[config.mk]
export PLATFORM = sky130hd
export DESIGN_NAME = ssti_ram
export DESIGN_NICKNAME = d
export VERILOG_FILES = /design/src/hdl/ssti_ram.sv
export SDC_FILE = /design/constraint.sdc
export NUM_CORES = 1
export LEC_CHECK = 0
export CORE_MARGIN = 3
export CORE_UTILIZATION = 67
export CTS_CLUSTER_DIAMETER = 100
export DETAILED_ROUTE_END_ITERATION = 8
export DONT_BUFFER_PORTS = 1
export PLACE_DENSITY = 0.81
export SETUP_SLACK_MARGIN = 0.5
export SYNTH_ARGS = -nofsm -noshare
export SYNTH_HDL_FRONTEND = slang
export SYNTH_SLANG_ARGS = --single-unit
[constraint.sdc]
create_clock -name clk -period 4.94 [get_ports clk]
set_input_delay 0.988 -clock clk [delete_from_list [all_inputs] [get_ports clk]]
set_output_delay 0.988 -clock clk [all_outputs]
set_load 0.01 [all_outputs]
[src/hdl/ssti_ram.sv]
// Generic single-port-write, single-port-read RAM with registered read data.
// Standalone; used for every store of the block.
module ssti_ram #(
  parameter int WIDTH = 8,
  parameter int DEPTH = 16
) (
  input  logic                     clk,
  input  logic                     we,
  input  logic [$clog2(DEPTH)-1:0] waddr,
  input  logic [WIDTH-1:0]         wdata,
  input  logic [$clog2(DEPTH)-1:0] raddr,
  output logic [WIDTH-1:0]         rdata
);
  logic [WIDTH-1:0] mem [DEPTH];

  always_ff @(posedge clk) begin
    if (we) begin
      mem[waddr] <= wdata;
    end
    rdata <= mem[raddr];
  end
endmodule

==> metrics.csv <==
metric,value,unit
status,finished clean,
slowest CP cell,nor3_1,
CTS buffer count,17,
CTS tree,built,
Hold Path Depth,0,
grt ovf,0,
Synthesized Nets,247,
starting DRC count in detailed routing,297,
Least-Margin Pin Slew,1.22,ns
# fillers,369,
area grow syn2layout,11.2,%
vias per std cell,6.94,
pwr/cell area,437,mW/mm²
Ys Warns,0,
sequential area share after synthesis,77.8,%
core region area,0.00737,mm²
"commonest non-fill, non-tap cells in the layout","edfxtp_1 (128), mux4_2 (18), a22oi_1 (16), clkbuf_16 (16), mux4_1 (14)",
initial antenna violation count,0,
layout cells sized above 1,19.5,%
Hold Crit Class,input port to flip-flop,
routed vias,2428,
met3 Usage GRT,8.97,%
DP Wirelength,5.88,mm
post-cts resize count,0,
CP required,5.06,ns
post-place setup slack,2.19,ns
r2r startpoint,mem[1][5],
Slew HR,17.9,%
setup bufs post-CTS,0,
Tmin final,2.25,ns
switching power total,0.496,mW
period utilization,45.6,%
antenna cells,0,
Mapped Avg Cell Area,22.5,µm²
final wirelength,10.4,mm
synth unique cells,19,
clock tree buffer depth,2,
post-route ant nets,0,
Net Sw Frac,19.8,%
hold path start,wdata[5],
worst setup margin,2.69,ns
Clk network pwr share,45.0,%
Crit path buffers/inverters,0,
"Hold Violations, Final",0,
CP Capture Type,flip-flop,
critical path class,input port to flip-flop,
worst skew pair latency,0.51,ns
"most common cell after layout, fill and taps aside",edfxtp_1,
Design Power,2.50,mW
global route hottest layer,met2,
max incr delay on CP,0.88,ns
post-route clock skew,0.0103,ns
post-place instance area,0.00518,mm²
worst reg-to-reg path cell count,3,
Pint,2.01,mW
Die H,93.7,µm
Critical Path Start Type,input port,
Hold EP,mem[3][5],
DIE AREA,0.00877,mm²
clock sink total,136,
"delay-heaviest family, CP",simple AND/OR/NAND/NOR gates,
vias in the first global route,2483,
CP cell instances,or3b_2 > nor3_1,
nets@finish,256,
Routed WL per cell,29.6,µm
worst r2r dst,rdata[5],
setup violators final,0,
first-pass GRT wire length,15.5,mm
Hold Buf Count CTS,0,
CP Max Fanout,8,
Leakage,1.85,nW
RSZ-0062 raised after global routing,no,
maxcap violations,0,
CP arrival,2.38,ns
Critical Path Stages,2,
die width,93.7,µm
GRT Util Overall,26.5,%
post-route cell area,0.00572,mm²
Worst VDD drop,0.422,mV
Starting Density,69.8,%
combinational fraction of design power,2.8,%
Syn Inst Count,229,
Clk Tree Root Cell,clkbuf_8,
number of buffers added on ports,0,
max-slew violations,0,
largest net degree at the start of global routing,33,
R2R Setup Slk,3.32,ns
Pre-antenna DRT Iters,7,
Clock transition at path regs,0.06,ns
Residual DRC,0,
std cell rows,31,
met1 global-route usage,37.8,%
fmax,444,MHz
# H-tree levels,4,
I/O pin cnt,26,
Final Wtd Congestion,0.834,
Seq cells post-synth,136,
mapped cell area,0.00515,mm²
M2 GR Usage,38.4,%
sum of negative setup slack,0,ns
sequential share of power,52.2,%
[power by group through the flow]
| stage | registers [mW] | clock network [mW] | logic (mW) |
|---|---|---|---|
| floorplan | 1.32 | 0 | 0.0655 |
| global placement | 1.32 | 0 | 0.0648 |
| detailed placement | 1.33 | 0 | 0.0672 |
| CTS | 1.30 | 1.14 | 0.0701 |
| global route | 1.31 | 1.19 | 0.0738 |
| finish | 1.30 | 1.13 | 0.0700 |
[flip-flops by register name (all words and copies together), names as in the netlist]
register and count:
mem 128, rdata 8
[per-stage QoR]
step,hold WS [ns],std cells,util (%)
floorplan,0.629,229,-
global placement,0.650,318,70.4
detailed placement,0.651,318,70.4
CTS,0.546,350,77.7
global route,0.544,350,77.7
finish,0.565,350,77.7
[worst max path at each step]
stage / startpoint / to / slack (ns)
2_1_floorplan: waddr[2] / mem[0][0] / 2.46
3_3_place_gp: waddr[2] / mem[0][0] / 2.34
3_5_place_dp: waddr[2] / mem[0][5] / 2.19
4_1_cts: waddr[2] / mem[0][0] / 2.69
5_1_grt: waddr[2] / mem[0][0] / 2.65
6_report: waddr[2] / mem[0][0] / 2.69
[cells in the mapped netlist]
cell	number	area, µm²
a22oi_1	16	120
and2_1	1	6.26
and2b_1	1	7.51
buf_2	3	15.0
buf_4	1	7.51
buf_6	3	33.8
clkdlybuf4s25_2	3	30.0
dfxtp_1	8	160
edfxtp_1	128	3840
mux4_1	14	368
mux4_2	18	405
nand2_1	9	33.8
nand2b_1	2	12.5
nand3_1	1	5.00
nand3b_1	2	15.0
nor2_1	13	48.8
nor2b_1	1	6.26
nor3_1	4	20.0
or3b_2	1	8.76
[worst register-to-register path: stages (launching register included)]
cell	delay [ns]
edfxtp_1	0.46
mux4_1	0.64
a22oi_1	0.30
nand2_1	0.10
[per-layer routing]
| layer | up-vias | part of all wire, % |
|---|---|---|
| li1 | 994 | - |
| met1 | 1235 | 38 |
| met2 | 179 | 49 |
| met3 | 20 | 10 |
| met4 | 0 | 3.0 |
| met5 | - | 0 |
[final cells by class]
type / instances / area [µm²] / share of cell area (%)
clock inverters: 12 / 104 / 1.81
multi-input cells: 83 / 1060 / 18.5
clock buffers: 20 / 435 / 7.61
well taps: 99 / 124 / 2.16
flip-flops and latches: 136 / 4000 / 69.9
[logic make-up (layout without fill, tap and decap cells)]
group,after synthesis,count (layout),share of synthesized area [%]
multiplexers,32,32,15.0
AO/OA/AOI/OAI,16,16,2.33
buffers and inverters,10,32,1.68
AND/OR/NAND/NOR,35,35,3.18
flip-flops,136,136,77.8
Note: power is estimated with default switching activity, not from simulation.
